**src/hw/rtl/tlpts_pkg.sv**
```systemverilog
// Package: shared types, constants and event codes for the thread scheduler.
package tlpts_pkg;

    localparam int THREADS_DEF   = 16;
    localparam logic [15:0] QUANTUM_RESET = 16'd20;
    localparam logic PRIO_HIGH = 1'b1;
    localparam logic PRIO_LOW  = 1'b0;

    typedef enum logic [2:0] {
        FN_CREATE = 3'd0,
        FN_TICK   = 3'd1,
        FN_BLOCK  = 3'd2,
        FN_PACKET = 3'd3,
        FN_EXIT   = 3'd4,
        FN_SETPRI = 3'd5
    } func_t;

    typedef enum logic [2:0] {
        ST_OK      = 3'd0,
        ST_NOSLOT  = 3'd1,
        ST_DROPPED = 3'd2,
        ST_ALLDONE = 3'd3,
        ST_IGNORED = 3'd4
    } status_t;

    typedef enum logic [1:0] {
        Q_LOW  = 2'd0,
        Q_HIGH = 2'd1,
        Q_WAIT = 2'd2
    } queue_t;

    typedef struct packed {
        logic [2:0] func;
        logic       priority_req;
    } in_item_t;

    typedef struct packed {
        logic [3:0] running_thread;
        logic       running_idle;
        logic       running_priority;
        logic [3:0] new_thread;
        logic       switched;
        logic [2:0] status;
    } out_item_t;

    // Controller states.
    typedef enum logic [2:0] {
        S_IDLE,
        S_DECIDE,  // event decision, push, pop address
        S_POP,     // queue read data back
        S_PUSH2,   // second push (woken thread)
        S_DISP,    // dispatch pop address
        S_FINISH,  // dispatch data back
        S_DONE     // emit result
    } state_t;

    // Commands from controller to datapath.
    typedef struct packed {
        logic decide;
        logic wake_push;
        logic disp_read;
        logic disp_take;
        logic emit;
    } cmd_t;

    // Status from datapath to controller.
    typedef struct packed {
        logic need_wake;  // packet pops wait head
        logic need_disp;  // event dispatches
    } stat_t;

endpackage

```
**src/hw/rtl/tlpts_ram.sv**
```systemverilog
// Generic single-write, single-read RAM with registered read data.
module tlpts_ram #(
    parameter int WIDTH = 8,
    parameter int DEPTH = 16
) (
    input  logic                     clk,
    input  logic                     we,
    input  logic [$clog2(DEPTH)-1:0] waddr,
    input  logic [WIDTH-1:0]         wdata,
    input  logic [$clog2(DEPTH)-1:0] raddr,
    output logic [WIDTH-1:0]         rdata
);
    logic [WIDTH-1:0] mem [DEPTH];

    always_ff @(posedge clk)
    begin
        if (we)
        begin
            mem[waddr] <= wdata;
        end
        rdata <= mem[raddr];
    end
endmodule

```
**src/hw/rtl/tlpts_ctrl.sv**
```systemverilog
// Controller: sequences one event through decide, wake and dispatch steps.
module tlpts_ctrl (
    input  logic            clk,
    input  logic            rst_n,
    input  logic            start,
    input  tlpts_pkg::stat_t stat,
    output tlpts_pkg::cmd_t  cmd,
    output logic            busy
);
    import tlpts_pkg::*;

    state_t state_reg, state_next;

    always_ff @(posedge clk or negedge rst_n)
    begin
        if (!rst_n)
        begin
            state_reg <= S_IDLE;
        end
        else
        begin
            state_reg <= state_next;
        end
    end

    always_comb
    begin
        state_next = state_reg;
        unique case (state_reg)
            S_IDLE:   if (start) state_next = S_DECIDE;
            S_DECIDE: state_next = stat.need_wake ? S_POP
                                 : (stat.need_disp ? S_DISP : S_DONE);
            S_POP:    state_next = S_PUSH2;
            S_PUSH2:  state_next = stat.need_disp ? S_DISP : S_DONE;
            S_DISP:   state_next = S_FINISH;
            S_FINISH: state_next = S_DONE;
            S_DONE:   state_next = S_IDLE;
            default:  state_next = S_IDLE;
        endcase
    end

    always_comb
    begin
        cmd = '0;
        busy = (state_reg != S_IDLE);
        unique case (state_reg)
            S_IDLE:   ;
            S_DECIDE: cmd.decide = 1'b1;
            S_POP:    ;
            S_PUSH2:  cmd.wake_push = 1'b1;
            S_DISP:   cmd.disp_read = 1'b1;
            S_FINISH: cmd.disp_take = 1'b1;
            S_DONE:   cmd.emit = 1'b1;
            default:  ;
        endcase
    end

`ifndef SYNTH
    a_emit_once: assert property (@(posedge clk) disable iff (!rst_n)
        cmd.emit |=> !cmd.emit)
        else $error("emit lasted more than one cycle");
    a_take_after_read: assert property (@(posedge clk) disable iff (!rst_n)
        cmd.disp_read |=> cmd.disp_take)
        else $error("dispatch read not followed by take");
    a_start_leaves_idle: assert property (@(posedge clk) disable iff (!rst_n)
        (start && !busy) |=> cmd.decide)
        else $error("accepted item did not reach decide");
`endif
endmodule

```
**src/hw/rtl/tlpts_dp.sv**
```systemverilog
// Datapath: queue memories, pointers, slot tables, runner state and result.
module tlpts_dp #(
    parameter int THREADS = tlpts_pkg::THREADS_DEF
) (
    input  logic                clk,
    input  logic                rst_n,
    input  logic                start,
    input  logic                busy,
    input  tlpts_pkg::in_item_t in_item,
    input  logic [15:0]         quantum,
    input  tlpts_pkg::cmd_t     cmd,
    output tlpts_pkg::stat_t    stat,
    output tlpts_pkg::out_item_t result,
    output logic                result_valid
);
    import tlpts_pkg::*;

    localparam int SW = $clog2(THREADS);
    localparam int CW = $clog2(THREADS + 1);

    // Queue pointers.
    logic [SW-1:0] head_reg [3];
    logic [CW-1:0] cnt_reg  [3];

    logic [THREADS-1:0] used_reg, prio_reg;
    logic [SW-1:0]      cur_reg;
    logic               idle_reg;
    logic [15:0]        ticks_reg;

    in_item_t      item_reg;
    logic [SW-1:0] prev_cur_reg;
    logic          prev_idle_reg;
    logic [SW-1:0] newt_reg;
    status_t       status_reg;
    logic          need_disp_reg;
    queue_t        dq_reg;

    // RAM ports.
    logic          we   [3];
    logic [SW-1:0] wa   [3];
    logic [SW-1:0] wd   [3];
    logic [SW-1:0] ra   [3];
    logic [SW-1:0] rd   [3];

    for (genvar q = 0; q < 3; q++)
    begin : g_q
        tlpts_ram #(.WIDTH(SW), .DEPTH(THREADS)) u_ram (
            .clk(clk), .we(we[q]), .waddr(wa[q]), .wdata(wd[q]),
            .raddr(ra[q]), .rdata(rd[q])
        );
    end

    // First free slot, linear priority encoder.
    logic [SW-1:0] free_idx;
    logic          free_any;
    always_comb
    begin
        free_idx = '0;
        free_any = 1'b0;
        for (int i = THREADS - 1; i >= 0; i--)
        begin
            if (!used_reg[i])
            begin
                free_idx = SW'(i);
                free_any = 1'b1;
            end
        end
    end

    function automatic logic [SW-1:0] wrap_add(input logic [SW-1:0] h,
                                               input logic [CW-1:0] c);
        logic [CW:0] s;
        begin
            s = {1'b0, {(CW - SW){1'b0}}, h} + {1'b0, c};
            if (s >= (CW + 1)'(THREADS))
            begin
                s = s - (CW + 1)'(THREADS);
            end
            return s[SW-1:0];
        end
    endfunction

    function automatic logic [SW-1:0] wrap_inc(input logic [SW-1:0] h);
        begin
            return (h == SW'(THREADS - 1)) ? '0 : h + 1'b1;
        end
    endfunction

    // Decide-step combinational plan.
    logic          p1_en, p2_en;
    queue_t        p1_q, p2_q;
    logic [SW-1:0] p1_v, p2_v;
    logic          d_wake, d_disp, d_idle_clr_used;
    status_t       d_status;
    logic [SW-1:0] d_newt;
    logic          d_set_used, d_set_prio, d_prio_val;
    logic [SW-1:0] d_prio_idx;
    logic          d_tick_dec, d_tick_reload;
    logic          cur_low;

    always_comb
    begin
        p1_en = 1'b0; p2_en = 1'b0;
        p1_q = Q_LOW; p2_q = Q_LOW;
        p1_v = '0; p2_v = '0;
        d_wake = 1'b0; d_disp = 1'b0; d_idle_clr_used = 1'b0;
        d_status = ST_OK; d_newt = '0;
        d_set_used = 1'b0; d_set_prio = 1'b0; d_prio_val = 1'b0; d_prio_idx = cur_reg;
        d_tick_dec = 1'b0; d_tick_reload = 1'b0;
        cur_low = (prio_reg[cur_reg] == PRIO_LOW);
        case (item_reg.func)
            FN_CREATE:
            begin
                if (!free_any)
                begin
                    d_status = ST_NOSLOT;
                end
                else
                begin
                    d_set_used = 1'b1;
                    d_set_prio = 1'b1;
                    d_prio_idx = free_idx;
                    d_prio_val = item_reg.priority_req;
                    d_newt = free_idx;
                    p1_en = 1'b1;
                    p1_q = item_reg.priority_req ? Q_HIGH : Q_LOW;
                    p1_v = free_idx;
                    if (idle_reg)
                    begin
                        d_disp = 1'b1;
                    end
                    else if (item_reg.priority_req == PRIO_HIGH && cur_low)
                    begin
                        p2_en = 1'b1; p2_q = Q_LOW; p2_v = cur_reg;
                        d_disp = 1'b1;
                    end
                end
            end
            FN_TICK:
            begin
                if (!idle_reg && cur_low)
                begin
                    if (ticks_reg > 16'd1)
                    begin
                        d_tick_dec = 1'b1;
                    end
                    else if (cnt_reg[Q_HIGH] != '0 || cnt_reg[Q_LOW] != '0)
                    begin
                        p1_en = 1'b1; p1_q = Q_LOW; p1_v = cur_reg;
                        d_disp = 1'b1;
                    end
                    else
                    begin
                        d_tick_reload = 1'b1;
                    end
                end
            end
            FN_BLOCK:
            begin
                if (idle_reg || cur_reg == '0)
                begin
                    d_status = ST_IGNORED;
                end
                else
                begin
                    p1_en = 1'b1; p1_q = Q_WAIT; p1_v = cur_reg;
                    d_disp = 1'b1;
                end
            end
            FN_PACKET:
            begin
                if (cnt_reg[Q_WAIT] == '0)
                begin
                    d_status = ST_DROPPED;
                end
                else
                begin
                    d_wake = 1'b1;
                    d_disp = idle_reg;
                end
            end
            FN_EXIT:
            begin
                if (idle_reg)
                begin
                    d_status = ST_IGNORED;
                end
                else
                begin
                    d_idle_clr_used = 1'b1;
                    d_disp = 1'b1;
                end
            end
            FN_SETPRI:
            begin
                if (idle_reg)
                begin
                    d_status = ST_IGNORED;
                end
                else
                begin
                    d_set_prio = 1'b1;
                    d_prio_val = item_reg.priority_req;
                end
            end
            default: d_status = ST_IGNORED;
        endcase
    end

    // Dispatch queue choice uses counts after the decide-step pushes.
    queue_t dq_pick;
    logic   dq_none;
    always_comb
    begin
        dq_none = 1'b0;
        if (cnt_reg[Q_HIGH] != '0)
        begin
            dq_pick = Q_HIGH;
        end
        else if (cnt_reg[Q_LOW] != '0)
        begin
            dq_pick = Q_LOW;
        end
        else
        begin
            dq_pick = Q_LOW;
            dq_none = 1'b1;
        end
    end

    // Wake: woken slot from the wait queue read data.
    logic [SW-1:0] woken;
    assign woken = rd[Q_WAIT];

    // RAM port drive. Decide pushes up to two entries, always to distinct queues;
    // p2 is used only for create-high preemption (runner to low), while p1
    // targets high, so ports never collide.
    always_comb
    begin
        for (int q = 0; q < 3; q++)
        begin
            we[q] = 1'b0;
            wa[q] = '0;
            wd[q] = '0;
            ra[q] = head_reg[q];
        end
        if (cmd.decide)
        begin
            if (p1_en && cnt_reg[p1_q] < CW'(THREADS))
            begin
                we[p1_q] = 1'b1;
                wa[p1_q] = wrap_add(head_reg[p1_q], cnt_reg[p1_q]);
                wd[p1_q] = p1_v;
            end
            if (p2_en && cnt_reg[p2_q] < CW'(THREADS))
            begin
                we[p2_q] = 1'b1;
                wa[p2_q] = wrap_add(head_reg[p2_q], cnt_reg[p2_q]);
                wd[p2_q] = p2_v;
            end
        end
        else if (cmd.wake_push)
        begin
            if (prio_reg[woken] == PRIO_HIGH)
            begin
                if (cnt_reg[Q_HIGH] < CW'(THREADS))
                begin
                    we[Q_HIGH] = 1'b1;
                    wa[Q_HIGH] = wrap_add(head_reg[Q_HIGH], cnt_reg[Q_HIGH]);
                    wd[Q_HIGH] = woken;
                end
            end
            else if (cnt_reg[Q_LOW] < CW'(THREADS))
            begin
                we[Q_LOW] = 1'b1;
                wa[Q_LOW] = wrap_add(head_reg[Q_LOW], cnt_reg[Q_LOW]);
                wd[Q_LOW] = woken;
            end
        end
    end

    assign stat.need_wake = d_wake;
    assign stat.need_disp = cmd.decide ? d_disp : need_disp_reg;

    always_ff @(posedge clk)
    begin
        if (start && !busy)
        begin
            item_reg <= in_item;
            prev_cur_reg <= cur_reg;
            prev_idle_reg <= idle_reg;
        end
        if (cmd.decide)
        begin
            status_reg <= d_status;
            newt_reg <= d_newt;
        end
        if (cmd.disp_read)
        begin
            dq_reg <= dq_pick;
        end
    end

    always_ff @(posedge clk or negedge rst_n)
    begin
        if (!rst_n)
        begin
            for (int q = 0; q < 3; q++)
            begin
                head_reg[q] <= '0;
                cnt_reg[q] <= '0;
            end
            used_reg <= {{(THREADS - 1){1'b0}}, 1'b1};
            prio_reg <= '0;
            cur_reg <= '0;
            idle_reg <= 1'b0;
            ticks_reg <= QUANTUM_RESET;
            need_disp_reg <= 1'b0;
            result_valid <= 1'b0;
            result <= '0;
        end
        else
        begin
            result_valid <= cmd.emit;
            if (cmd.decide)
            begin
                need_disp_reg <= d_disp;
                for (int q = 0; q < 3; q++)
                begin
                    if (we[q])
                    begin
                        cnt_reg[q] <= cnt_reg[q] + 1'b1;
                    end
                end
                if (d_set_used) used_reg[free_idx] <= 1'b1;
                if (d_idle_clr_used) used_reg[cur_reg] <= 1'b0;
                if (d_set_prio) prio_reg[d_prio_idx] <= d_prio_val;
                if (d_tick_dec) ticks_reg <= ticks_reg - 16'd1;
                if (d_tick_reload) ticks_reg <= quantum;
            end
            if (cmd.wake_push)
            begin
                for (int q = 0; q < 2; q++)
                begin
                    if (we[q])
                    begin
                        cnt_reg[q] <= cnt_reg[q] + 1'b1;
                    end
                end
                // wait head leaves once its read data has been used
                head_reg[Q_WAIT] <= wrap_inc(head_reg[Q_WAIT]);
                cnt_reg[Q_WAIT] <= cnt_reg[Q_WAIT] - 1'b1;
            end
            if (cmd.disp_read)
            begin
                ticks_reg <= quantum;
                if (dq_none)
                begin
                    cur_reg <= '0;
                    idle_reg <= 1'b1;
                    need_disp_reg <= 1'b0;
                end
                else
                begin
                    idle_reg <= 1'b0;
                    head_reg[dq_pick] <= wrap_inc(head_reg[dq_pick]);
                    cnt_reg[dq_pick] <= cnt_reg[dq_pick] - 1'b1;
                end
            end
            if (cmd.disp_take && need_disp_reg)
            begin
                cur_reg <= rd[dq_reg];
            end
            if (cmd.emit)
            begin
                result.running_thread <= idle_reg ? 4'd0 : 4'(cur_reg);
                result.running_idle <= idle_reg;
                result.running_priority <= idle_reg ? 1'b0 : prio_reg[cur_reg];
                result.new_thread <= 4'(newt_reg);
                result.switched <= (prev_idle_reg != idle_reg) ||
                                   (!idle_reg && prev_cur_reg != cur_reg);
                result.status <= (item_reg.func == FN_EXIT && status_reg == ST_OK
                                  && idle_reg && cnt_reg[Q_WAIT] == '0)
                                 ? ST_ALLDONE : status_reg;
                need_disp_reg <= 1'b0;
            end
        end
    end

`ifndef SYNTH
    a_cnt_bound: assert property (@(posedge clk) disable iff (!rst_n)
        cnt_reg[Q_HIGH] <= CW'(THREADS) && cnt_reg[Q_LOW] <= CW'(THREADS)
        && cnt_reg[Q_WAIT] <= CW'(THREADS))
        else $error("queue count exceeds depth");
    a_slot0_used: assert property (@(posedge clk) disable iff (!rst_n)
        (!idle_reg && cur_reg == '0) |-> used_reg[0] || busy)
        else $error("runner slot 0 not in use");
    a_wake_nonempty: assert property (@(posedge clk) disable iff (!rst_n)
        d_wake && cmd.decide |-> cnt_reg[Q_WAIT] != '0)
        else $error("wake on empty wait queue");
`endif
endmodule

```
**src/hw/rtl/two_level_priority_thread_scheduler.sv**
```systemverilog
// Top level: two-level priority thread scheduler with APB quantum register.
// Steps: decide, then optional wake read and wake push, then optional dispatch
// read and take, then emit; the result strobe is registered after emit. A new
// event is accepted only while busy is low; busy holds until the strobe cycle.
// Result is shown for one cycle under done; the receiver cannot stall. Reset
// (async, rst_n low): queues empty, slot 0 runs at low priority, quantum 20,
// ticks reloaded; queue RAMs hold no reset values.
module two_level_priority_thread_scheduler #(
    parameter int THREADS = tlpts_pkg::THREADS_DEF
) (
    input  logic                 clk,
    input  logic                 rst_n,
    // command channel
    input  logic                 start,
    input  tlpts_pkg::in_item_t  in_item,
    output logic                 busy,
    // result channel
    output logic                 done,
    output tlpts_pkg::out_item_t result,
    // APB configuration port
    input  logic                 psel,
    input  logic                 penable,
    input  logic                 pwrite,
    input  logic [1:0]           paddr,
    input  logic [31:0]          pwdata,
    output logic [31:0]          prdata,
    output logic                 pready
);
    import tlpts_pkg::*;

    localparam logic [1:0] ADDR_QUANTUM = 2'd0;

    logic [15:0] quantum_reg;
    cmd_t        cmd;
    stat_t       stat;

    assign pready = 1'b1;
    // Single register at byte address 0.
    assign prdata = (paddr == ADDR_QUANTUM) ? {16'd0, quantum_reg} : 32'd0;

    always_ff @(posedge clk or negedge rst_n)
    begin
        if (!rst_n)
        begin
            quantum_reg <= QUANTUM_RESET;
        end
        else if (psel && penable && pwrite && paddr == ADDR_QUANTUM)
        begin
            quantum_reg <= pwdata[15:0];
        end
    end

    tlpts_ctrl u_ctrl (
        .clk(clk), .rst_n(rst_n), .start(start), .stat(stat),
        .cmd(cmd), .busy(busy)
    );

    tlpts_dp #(.THREADS(THREADS)) u_dp (
        .clk(clk), .rst_n(rst_n), .start(start), .busy(busy),
        .in_item(in_item), .quantum(quantum_reg), .cmd(cmd), .stat(stat),
        .result(result), .result_valid(done)
    );

`ifndef SYNTH
    a_done_not_busy_start: assert property (@(posedge clk) disable iff (!rst_n)
        done |-> !busy)
        else $error("result strobe while still busy");
    a_done_follows_emit: assert property (@(posedge clk) disable iff (!rst_n)
        cmd.emit |=> done)
        else $error("emit did not raise done");
    a_no_done_idle: assert property (@(posedge clk) disable iff (!rst_n)
        (!busy && !$past(busy)) |-> !done)
        else $error("spurious result strobe");
`endif
endmodule
```
**config.mk**
```make
export PLATFORM = sky130hd
export DESIGN_NAME = two_level_priority_thread_scheduler
export DESIGN_NICKNAME = d
export VERILOG_FILES = /design/src/hw/rtl/tlpts_pkg.sv /design/src/hw/rtl/tlpts_ram.sv /design/src/hw/rtl/tlpts_ctrl.sv /design/src/hw/rtl/tlpts_dp.sv /design/src/hw/rtl/two_level_priority_thread_scheduler.sv
export SDC_FILE = /design/constraint.sdc
export NUM_CORES = 1
export LEC_CHECK = 0
export BUFFER_PORTS_ARGS = -buffer_cell sky130_fd_sc_hd__buf_2
export CAP_MARGIN = 15
export CORE_MARGIN = 4
export CORE_UTILIZATION = 55
export CTS_CLUSTER_DIAMETER = 200
export CTS_CLUSTER_SIZE = 40
export DETAILED_ROUTE_END_ITERATION = 6
export PLACE_DENSITY_LB_ADDON = 0.15
export SETUP_SLACK_MARGIN = 0.1
export SLEW_MARGIN = 20
export SYNTH_ARGS = -nofsm -noshare
export SYNTH_HDL_FRONTEND = slang
export SYNTH_HIERARCHICAL = 1
export SYNTH_SLANG_ARGS = --single-unit
```
**constraint.sdc**
```tcl
create_clock -name clk -period 4.9 [get_ports clk]
set_input_delay 0 -clock clk [delete_from_list [all_inputs] [get_ports clk]]
set_output_delay 0 -clock clk [all_outputs]
set_load 0.02 [all_outputs]
```
==> flow_summary.json, run 1 <==
{
  "wire_per_inst_um": 20.9,
  "cp_slowest_cell": "dfstp_2",
  "synth_top_area_share_pct": 38.5,
  "grt_pass1_wl_um": 58200,
  "setup_tns_ns": 0,
  "min_path_type": "input pin to flip-flop",
  "cts_buffers": 12,
  "antenna_found_initial": 0,
  "clk-insertion-delay-late_ns": 0.52,
  "postSynthAreaPerCell_um2": 13.1,
  "status": "completed",
  "h-tree-depth": 1,
  "fillCellCount": 2269,
  "max-vdd-ir-drop_uv": 469,
  "vias_per_cell": 6.09,
  "io_buffers": 59,
  "synthDistinctLibCells": 87,
  "path_clk_slew_ns": 0.14,
  "synth.most_common_cell": "edfxtp_1",
  "worst_pin_slew_ns": 0.954,
  "regMostFlops": "u_dp/g_q.u_ram/mem",
  "cp.required_ns": 5.09,
  "crit_buf_inv": 1,
  "drc": 0,
  "synth_top_cells_by_area": "edfxtp_1 38%, dfrtp_1 17%, mux4_1 6.8%",
  "grt_pass1_vias": 10400,
  "period_needed_ns": 4.61,
  "netlist_top_cells_count": "209 x edfxtp_1, 110 x dfrtp_1, 94 x nor2_1, 85 x nand2_1, 57 x o21ai_0",
  "final_area_um2": 17600,
  "synth_ff_type": "edfxtp_1",
  "grt.overflow.total": 0,
  "cap_violations": 0,
  "cpPeakStageDelay_ns": 0.63,
  "crit_chain": "nand4_1, or4_1, nand2_1, buf_4, o22ai_1, a31oi_1, ha_1, a21o_1, a21oi_1, xnor2_1, xnor2_1, a22o_1, or3b_2, nor2_1",
  "vias": 10500,
  "cts_tree": "done",
  "synth_cells": 1249,
  "core_um2": 29000,
  "crit_type": "flip-flop to flip-flop",
  "clockBufferDepth": 3,
  "antenna_cells": 0,
  "wirelength_um": 35900,
  "die_h_um": 180,
  "place.gp.congestion": 0.887,
  "grt_usage_pct": 21.8,
  "syn_to_final_growth_pct": 8.17,
  "start_kind": "flip-flop",
  "dp_hpwl_um": 25300,
  "critPathArrivalTime_ns": 4.79,
  "synth_seq_cells": 336,
  "drtPass1Iterations": 5,
  "dr.first_iter.drc_count": 914,
  "setup_violations": 0,
  "synthArstFlopShare_pct": 34.2,
  "die_x_um": 180,
  "rrSetupSlack_ns": 0.29,
  "syn_area_um2": 16300,
  "num-nets-final": 1398,
  "rows": 62,
  "cp_top_family": "simple AND/OR/NAND/NOR gates",
  "power_density_nw_per_um2": 449,
  "cpMostUsedCell": "xnor2_1",
  "skew_ns": 0.0444,
  "hold_viol": 0,
  "endpoint_kind": "flip-flop",
  "placed_area_um2": 17000,
  "dieArea_um2": 32500,
  "largest_reg_flops": 192,
  "ant_nets": 0,
  "io_pins": 93,
  "period_share_pct": 94.0,
  "max_freq_ghz": 0.217,
  "rsz0062_at_grt": "no",
  "grt_max_degree": 75,
  "synth_warnings": 6,
  "crit_fanout": 8,
  "cts_sinks": 336,
  "yosysTopAreaCell": "edfxtp_1",
  "drive_gt1_share_pct": 15.2,
  "cts_setup_buffers": 0,
  "root_buffer": "clkbuf_16",
  "initial_core_util_pct": 56.2,
  "leakage_nw": 6.23,
  "drv_slew": 0,
  "synth_edf_count": 209,
  "synth_seq_area_share_pct": 57.6,
  "relSlewSlack_pct": 36.4
}
-- cell usage in the layout, fill, tap and decap left out, types with 16 or more instances in the layout --
cell / Yosys / final
buf_4: 19 / 46
o21ai_0: 57 / 57
nor3_1: 29 / 26
a31oi_1: 26 / 26
and2_1: 25 / 25
nand2_1: 85 / 85
dlygate4sd3_1: 0 / 22
xnor2_1: 19 / 19
a22oi_1: 16 / 16
nor2_1: 94 / 94
edfxtp_1: 209 / 209
a21oi_1: 56 / 56
buf_2: 13 / 58
conb_1: 2 / 17
inv_1: 32 / 32
mux2_2: 18 / 18
dfrtp_1: 110 / 110
ha_1: 21 / 21
mux4_1: 42 / 42
o211ai_1: 33 / 33
nand3_1: 43 / 43
-- per-layer routing --
| layer | part of all wire [%] | track usage, % |
|---|---|---|
| met1 | 44 | 31.0 |
| met2 | 48 | 36.3 |
| met3 | 5.3 | 2.68 |
| met4 | 2.6 | 5.63 |
| met5 | 0 | 0 |
-- worst register-to-register path, stage by stage, from the launching register on --
cell	delay, ns
dfstp_2	0.63
nand4_1	0.12
or4_1	0.58
nand2_1	0.16
buf_4	0.17
o22ai_1	0.09
a31oi_1	0.26
ha_1	0.29
a21o_1	0.18
a21oi_1	0.20
xnor2_1	0.16
xnor2_1	0.21
a22o_1	0.34
or3b_2	0.51
nor2_1	0.36
-- final timing paths --
| check | startpoint | to | cells after the start |
|---|---|---|---|
| min reg2reg | u_dp/newt_reg[2] | u_dp/result[6] | 1 |
| max in group asynchronous | rst_n | u_dp/ticks_reg[4] | 3 |
| min | penable | quantum_reg[15] | 3 |
| max reg2reg | u_dp/used_reg[0] | u_dp/g_q[0].u_ram/mem[3][0] | 14 |
| max | u_dp/used_reg[0] | u_dp/g_q[0].u_ram/mem[3][0] | 14 |
| min in group asynchronous | rst_n | quantum_reg[11] | 2 |
-- layout make-up --
type | instances | area [µm²] | share of cell area, %
flip-flops and latches | 336 | 9400 | 53.3
multi-input cells | 821 | 6390 | 36.2
repair buffers | 127 | 871 | 4.94
well taps | 384 | 480 | 2.72
clock buffers | 19 | 348 | 1.97
inverters | 32 | 120 | 0.681
clock inverters | 1 | 30.0 | 0.170
-- power by group --
part	switching, mW	total, mW	leakage, nW	internal (mW)
logic	1.59	2.78	2.83	1.19
clock network	0.823	1.34	0.179	0.514
registers	0.438	3.80	3.22	3.36
-- cell families after synthesis --
| family | count (synthesis) | share of synthesized area [%] |
|---|---|---|
| AND/OR/NAND/NOR | 388 | 12.5 |
| flip-flops | 336 | 57.6 |
| AO/OA/AOI/OAI | 264 | 10.6 |
| buffers and inverters | 107 | 3.77 |
| multiplexers | 104 | 12.2 |
| adder cells (fa/ha/maj) | 24 | 1.98 |
| XOR/XNOR | 24 | 1.29 |
| other | 2 | 0.0460 |
-- stage by stage --
stage	setup WS (ns)	std cells	power, mW	util (%)	hold slack [ns]
6_report	0.293	1720	7.92	60.8	0.0477
2_1_floorplan	0.496	1264	5.86	-	-0.296
3_3_place_gp	0.432	1677	6.56	58.6	0.211
3_5_place_dp	0.344	1677	6.60	58.6	0.210
4_1_cts	0.297	1719	7.94	60.7	0.0300
5_1_grt	0.105	1720	8.40	60.8	0.0444
-- what timing repair did --
item,in CTS,in global routing
gates resized for setup,0,4
endpoints found under the hold margin,90,0
hold buffers,22,0
setup endpoints to repair,0,37
Power figures use the tool's default switching activity.
==> inputs of run 2 (changes only) <==
- RECOVER_POWER: not set -> 25
==> run 2 against run 1 <==
- the run now ends with max-capacitance violations, max-slew violations left
- power decreased by 0.56%
- hold slack improved by 0.17 ns
- largest cell class unchanged
- wire length decreased by 0.14%
- largest power group unchanged
==> flow_summary.json, run 2 (synthesis results as in run 1) <==
{
  "status": "finished, violations left",
  "violations": "max-capacitance violations, max-slew violations",
  "clk-insertion-delay-late_ns": 0.53,
  "fillCellCount": 2295,
  "ant_nets": 0,
  "cp.required_ns": 5.09,
  "r2r_cells": 14,
  "timing.rr.end": "u_dp/g_q[0].u_ram/mem[3][0]",
  "max-vdd-ir-drop_uv": 472,
  "place.gp.congestion": 0.887,
  "vias": 10500,
  "antenna_found_initial": 0,
  "setup_violations": 0,
  "grt_pass1_wl_um": 58200,
  "period_share_pct": 93.4,
  "critPathArrivalTime_ns": 4.76,
  "leakage_nw": 6.06,
  "cpMostUsedCell": "xnor2_1",
  "cts_tree": "done",
  "cap_violations": 1,
  "placed_area_um2": 17000,
  "power_density_nw_per_um2": 449,
  "crit_buf_inv": 1,
  "endpoint_kind": "flip-flop",
  "cts_buffers": 12,
  "power_frac_comb_pct": 34.7,
  "worst_pin_slew_ns": 4.03,
  "period_needed_ns": 4.58,
  "cpPeakStageDelay_ns": 0.63,
  "grt_usage_pct": 21.8,
  "relSlewSlack_pct": -169,
  "syn_to_final_growth_pct": 7.49,
  "drc": 0,
  "seq_area_um2": 9400,
  "vias_per_cell": 6.10,
  "rows": 62,
  "min_to": "quantum_reg[15]",
  "grt_max_degree": 75,
  "crit_fanout": 8,
  "min_path_cells": 3,
  "root_buffer": "clkbuf_16",
  "p_clk_share_pct": 17.0,
  "post-route-util_pct": 60.4,
  "wire_per_inst_um": 20.8,
  "multi_input_area_um2": 6350,
  "die_h_um": 180,
  "min_path_type": "input pin to flip-flop",
  "clockBufferDepth": 3,
  "drv_slew": 75,
  "path_clk_slew_ns": 0.14,
  "power_mw": 7.88,
  "skew_ns": 0.0445,
  "worstHoldStart": "pwdata[15]",
  "r2r-start": "u_dp/used_reg[0]",
  "crit_type": "flip-flop to flip-flop",
  "io_buffers": 59,
  "layout_setup_ws_ns": 0.322,
  "cts_sinks": 336,
  "num-nets-final": 1398,
  "switchingPower_mw": 2.85,
  "cp_slowest_cell": "dfstp_2",
  "cp_top_family": "simple AND/OR/NAND/NOR gates",
  "regMostFlops": "u_dp/g_q.u_ram/mem",
  "h-tree-depth": 1,
  "io_pins": 93,
  "rsz0062_at_grt": "no",
  "drtPass1Iterations": 6,
  "setup_tns_ns": 0,
  "grt_pass1_vias": 10400,
  "initial_core_util_pct": 56.2,
  "start_kind": "flip-flop",
  "die_x_um": 180,
  "antenna_cells": 0,
  "dr.first_iter.drc_count": 932,
  "drive_gt1_share_pct": 11.2,
  "grt.overflow.total": 0,
  "switching_share_pct": 36.2,
  "rrSetupSlack_ns": 0.32,
  "mostFrequentLayoutCell": "edfxtp_1",
  "wirelength_um": 35900,
  "largest_reg_flops": 192,
  "cts_setup_buffers": 0,
  "dpl_worst_slack_ns": 0.344,
  "max_freq_ghz": 0.218,
  "core_um2": 29000,
  "hold_viol": 0,
  "internal-power_mw": 5.03,
  "dieArea_um2": 32500,
  "seqPwrFrac_pct": 48.3,
  "final_area_um2": 17500,
  "dp_hpwl_um": 25300,
  "mostFrequentLayoutCells": "209 x edfxtp_1, 110 x dfrtp_1, 95 x nor2_1",
  "crit_chain": "nand4_1, or4_1, nand2_1, buf_4, o22ai_1, a31oi_1, ha_1, a21o_1, a21oi_1, xnor2_1, xnor2_1, a22o_1, or3b_2, nor2_1"
}
-- run 2: changes by cell type in the layout (fill, tap and decap cells not counted) --
cell and delta:
and4_1 +1, and4_4 -1, buf_2 -33, buf_4 -9, clkbuf_1 +41, clkbuf_4 +1, dfstp_1 +2, dfstp_2 -2
mux2_1 +8, mux2_4 -8, nor2_1 +1, nor2_4 -1
-- run 2: worst max path at each step --
stage / startpoint / endpoint / slack [ns] / cells past startpoint
6_report: u_dp/used_reg[0] / u_dp/g_q[0].u_ram/mem[3][0] / 0.32 / 14
5_1_grt: rst_n / u_dp/ticks_reg[6] / 0.11 / 3
3_5_place_dp: u_dp/used_reg[0] / u_dp/g_q[2].u_ram/mem[0][0] / 0.34 / 14
4_1_cts: u_dp/used_reg[0] / u_dp/g_q[2].u_ram/mem[0][3] / 0.30 / 14
2_1_floorplan: u_dp/used_reg[0] / u_dp/g_q[1].u_ram/mem[0][0] / 0.50 / 15
3_3_place_gp: u_dp/used_reg[0] / u_dp/g_q[2].u_ram/mem[0][1] / 0.43 / 14
-- run 2: worst register-to-register path: stages (launching register included) --
cell and delay [ns]:
dfstp_2 0.63, nand4_1 0.12, or4_1 0.58, nand2_1 0.16, buf_4 0.17, o22ai_1 0.09
a31oi_1 0.26, ha_1 0.29, a21o_1 0.18, a21oi_1 0.20, xnor2_1 0.16, xnor2_1 0.21
a22o_1 0.33, or3b_2 0.51, nor2_1 0.35
-- run 2: cell type report --
| class | count | share of cell area, % |
|---|---|---|
| sequential | 336 | 53.6 |
| multi-input combinational | 821 | 36.2 |
| timing repair buffer | 127 | 4.56 |
| tap | 384 | 2.74 |
| clock buffer | 19 | 1.98 |
| inverter | 32 | 0.685 |
| clock inverter | 1 | 0.171 |
-- run 2: power groups by stage --
stage / sequential (mW) / combinational [mW] / clock (mW)
final: 3.80 / 2.73 / 1.34
after global routing: 3.85 / 3.02 / 1.48
after CTS: 3.79 / 2.77 / 1.38
after detailed placement: 3.85 / 2.75 / 0
after global placement: 3.85 / 2.71 / 0
after floorplan: 3.75 / 2.11 / 0
-- run 2: layer usage --
layer / track usage, % / routed length [µm]
met5: 0 / 0
met4: 5.63 / 987
met3: 2.68 / 1780
met2: 36.3 / 17300
met1: 31.0 / 15800
-- run 2: per-stage QoR --
stage | hold WS, ns | cells
after floorplan | -0.296 | 1264
after global placement | 0.211 | 1677
after detailed placement | 0.210 | 1677
after CTS | 0.0300 | 1719
after global routing | 0.221 | 1720
final | 0.216 | 1720
-- run 2: what timing repair did --
item,CTS,global route
hold endpoints to repair,90,0
hold buffers,22,0
gates resized for setup,0,4
setup endpoints to repair,0,37
==> inputs of run 3 (changes only) <==
- ABC_AREA: not set -> 1
==> run 3 against run 2 <==
- the flow still finishes with violations (max-capacitance violations, max-slew violations)
- wire length rose by 13%
- area after synthesis is 5.9% higher
- design area is 6.0% higher
- sequential share of layout area fell by 3.0 points
- clock skew grew 0.0065 ns
- final cell count grew 44%
- die area increased by 5.6%
- critical path type unchanged
- global-route usage rose by 1.9 points
- sequential power barely moved
- largest cell class unchanged
- worst setup slack improved by 0.14 ns
- non-clock buffer count increased by 7
==> flow_summary.json, run 3 <==
{
  "initial_core_util_pct": 56.2,
  "syn_to_final_growth_pct": 7.62,
  "dieArea_um2": 34300,
  "drive_gt1_share_pct": 5.06,
  "drtPass1Iterations": 7,
  "max-vdd-ir-drop_uv": 315,
  "multi_input_area_um2": 6110,
  "period_needed_ns": 4.44,
  "h-tree-depth": 1,
  "rows": 64,
  "final_cells": 2471,
  "clockBufferDepth": 3,
  "synthAdderAreaFrac_pct": 1.87,
  "cpPeakStageDelay_ns": 1.18,
  "num-nets-final": 2137,
  "vias_per_cell": 5.40,
  "wire_per_inst_um": 16.4,
  "io_buffers": 59,
  "fillCellCount": 2689,
  "worst_pin_slew_ns": 3.10,
  "cts_buffers": 12,
  "seq_area_um2": 9400,
  "cap_violations": 3,
  "r2r-start": "u_dp/head_reg[0]",
  "min_path_type": "input pin to flip-flop",
  "min_to": "u_dp/item_reg[1]",
  "crit_chain": "clkbuf_1, inv_1, o221ai_1, ha_1, fa_1, xnor2_1, o32ai_1, nand3b_1, nor2_1",
  "setup_violations": 0,
  "cp.required_ns": 5.09,
  "cp_top_family": "buffers and inverters",
  "cts_sinks": 336,
  "synth_edf_count": 209,
  "crit_fanout": 36,
  "dpl_worst_slack_ns": 0.745,
  "core_um2": 30700,
  "endpoint_kind": "flip-flop",
  "ant_nets": 0,
  "synth_top_area_share_pct": 36.3,
  "dr.first_iter.drc_count": 1260,
  "cts_tree": "done",
  "regMostFlops": "u_dp/g_q.u_ram/mem",
  "synthXorXnorAreaFrac_pct": 1.72,
  "setup_tns_ns": 0,
  "synth_top_family_by_area": "simple AND/OR/NAND/NOR gates",
  "cts_hold_buf": 54,
  "critPathArrivalTime_ns": 4.63,
  "root_buffer": "clkbuf_16",
  "placed_cells": 2397,
  "synth_cells": 1982,
  "postSynthAreaPerCell_um2": 8.71,
  "antenna_found_initial": 0,
  "wirelength_um": 40600,
  "post_cts_resized": 0,
  "min_path_cells": 2,
  "status": "finished, violations left",
  "synthDistinctLibCells": 58,
  "vias": 13300,
  "period_share_pct": 90.6,
  "relSlewSlack_pct": -106,
  "skew_ns": 0.0511,
  "grt.overflow.total": 0,
  "place.gp.congestion": 0.958,
  "holdWs_ns": 0.181,
  "synth_top_cells_by_area": "edfxtp_1 36%, dfrtp_1 16%, nand2_1 11%",
  "synthArstFlopShare_pct": 34.2,
  "synth_mux_area_share_pct": 0,
  "cts_setup_buffers": 0,
  "leakage_nw": 8.49,
  "grt_max_degree": 64,
  "layout_setup_ws_ns": 0.459,
  "synth_compound_area_share_pct": 6.67,
  "synth.most_common_cell": "nand2_1",
  "worstHoldStart": "in_item[1]",
  "grt_pass1_vias": 12800,
  "r2r_cells": 9,
  "dp_hpwl_um": 27900,
  "grt_pass1_wl_um": 65800,
  "netlist_top_cells_count": "511 x nand2_1, 311 x inv_1, 230 x nand3_1, 209 x edfxtp_1, 168 x nor2_1",
  "crit_buf_inv": 2,
  "rrSetupSlack_ns": 0.46,
  "die_x_um": 185,
  "largest_reg_flops": 192,
  "violations": "max-capacitance violations, max-slew violations",
  "io_pins": 93,
  "cp_slowest_cell": "clkbuf_1",
  "yosysTopAreaCell": "edfxtp_1",
  "hold_viol": 0,
  "crit_type": "flip-flop to flip-flop",
  "timing.rr.end": "u_dp/g_q[0].u_ram/mem[7][3]",
  "power_density_nw_per_um2": 463,
  "max_freq_ghz": 0.225,
  "syn_area_um2": 17300,
  "antenna_cells": 0,
  "die_h_um": 185,
  "clk-insertion-delay-late_ns": 0.53,
  "grt_usage_pct": 23.7,
  "drc": 0,
  "drv_slew": 155,
  "mostFrequentLayoutCell": "nand2_1",
  "synth_warnings": 6,
  "rsz0062_at_grt": "no",
  "synth_seq_area_share_pct": 54.4,
  "synth_seq_cells": 336,
  "path_clk_slew_ns": 0.15,
  "start_kind": "flip-flop",
  "synth_ff_type": "edfxtp_1",
  "synthSimpleGateAreaFrac_pct": 24.7,
  "mostFrequentLayoutCells": "512 x nand2_1, 312 x inv_1, 230 x nand3_1"
}
==> run 3: cell types whose count changed after synthesis, sizes merged, moves of 28 or more <==
cell / change
mux2: -34
nand2: +431
nor2: +81
inv: +294
o211ai: -28
o21ai: +31
mux4: -57
nand3: +191
==> run 3: worst reg2reg max path: stages (launching register included) <==
cell and delay, ns:
dfrtp_1 0.36, clkbuf_1 1.18, inv_1 0.30, o221ai_1 0.28, ha_1 0.22, fa_1 0.19
xnor2_1 0.17, o32ai_1 0.70, nand3b_1 0.35, nor2_1 0.37
==> run 3: report_power, final <==
| group | switching (mW) | internal (mW) | leakage [nW] |
|---|---|---|---|
| clock | 0.830 | 0.513 | 0.179 |
| combinational | 2.34 | 1.09 | 5.04 |
| sequential | 0.424 | 3.40 | 3.27 |
==> run 3: kinds of logic (layout without fill, tap and decap cells) <==
| group | Yosys count | in the layout |
|---|---|---|
| buf+inv | 405 | 483 |
| compound gates | 192 | 192 |
| fa+ha+maj | 24 | 24 |
| xor+xnor | 34 | 34 |
| flops | 336 | 336 |
| other cells | 2 | 17 |
| simple gates | 989 | 989 |
==> run 3: cell type report <==
type / count / area share (%)
clock inverters: 1 / 0.162
inverters: 329 / 6.77
repair buffers: 134 / 5.05
clock buffers: 19 / 1.87
flip-flops and latches: 336 / 50.6
multi-input cells: 1256 / 32.9
well taps: 396 / 2.67
==> run 3: worst max-delay path by stage <==
stage                          start                           to  depth (start not counted)
finish              u_dp/head_reg[0]  u_dp/g_q[0].u_ram/mem[7][3]                          9
global route                   rst_n             u_dp/used_reg[9]                          3
CTS                  u_dp/cur_reg[0]  u_dp/g_q[0].u_ram/mem[4][0]                         14
detailed placement   u_dp/cur_reg[0]  u_dp/g_q[0].u_ram/mem[6][3]                         14
global placement     u_dp/cur_reg[0]  u_dp/g_q[0].u_ram/mem[7][0]                         14
floorplan           u_dp/item_reg[2]  u_dp/g_q[0].u_ram/mem[4][0]                         16
==> run 3: through the flow <==
stage | total power [mW] | util [%] | area (µm²)
detailed placement | 7.23 | 57.7 | 17700
global route | 9.22 | 60.4 | 18600
CTS | 8.63 | 60.7 | 18700
floorplan | 6.40 | - | 17300
finish | 8.60 | 60.4 | 18600
global placement | 7.16 | 57.7 | 17700
==> run 3: routing by layer <==
metal | vias up | wire [µm] | share of wire [%] | global-route usage, %
met5 | - | 0 | 0 | 0
met1 | 6224 | 17600 | 43 | 33.3
met2 | 470 | 19400 | 48 | 39.8
met4 | 0 | 1070 | 2.6 | 6.31
met3 | 81 | 2520 | 6.2 | 2.61
li1 | 6558 | - | - | -
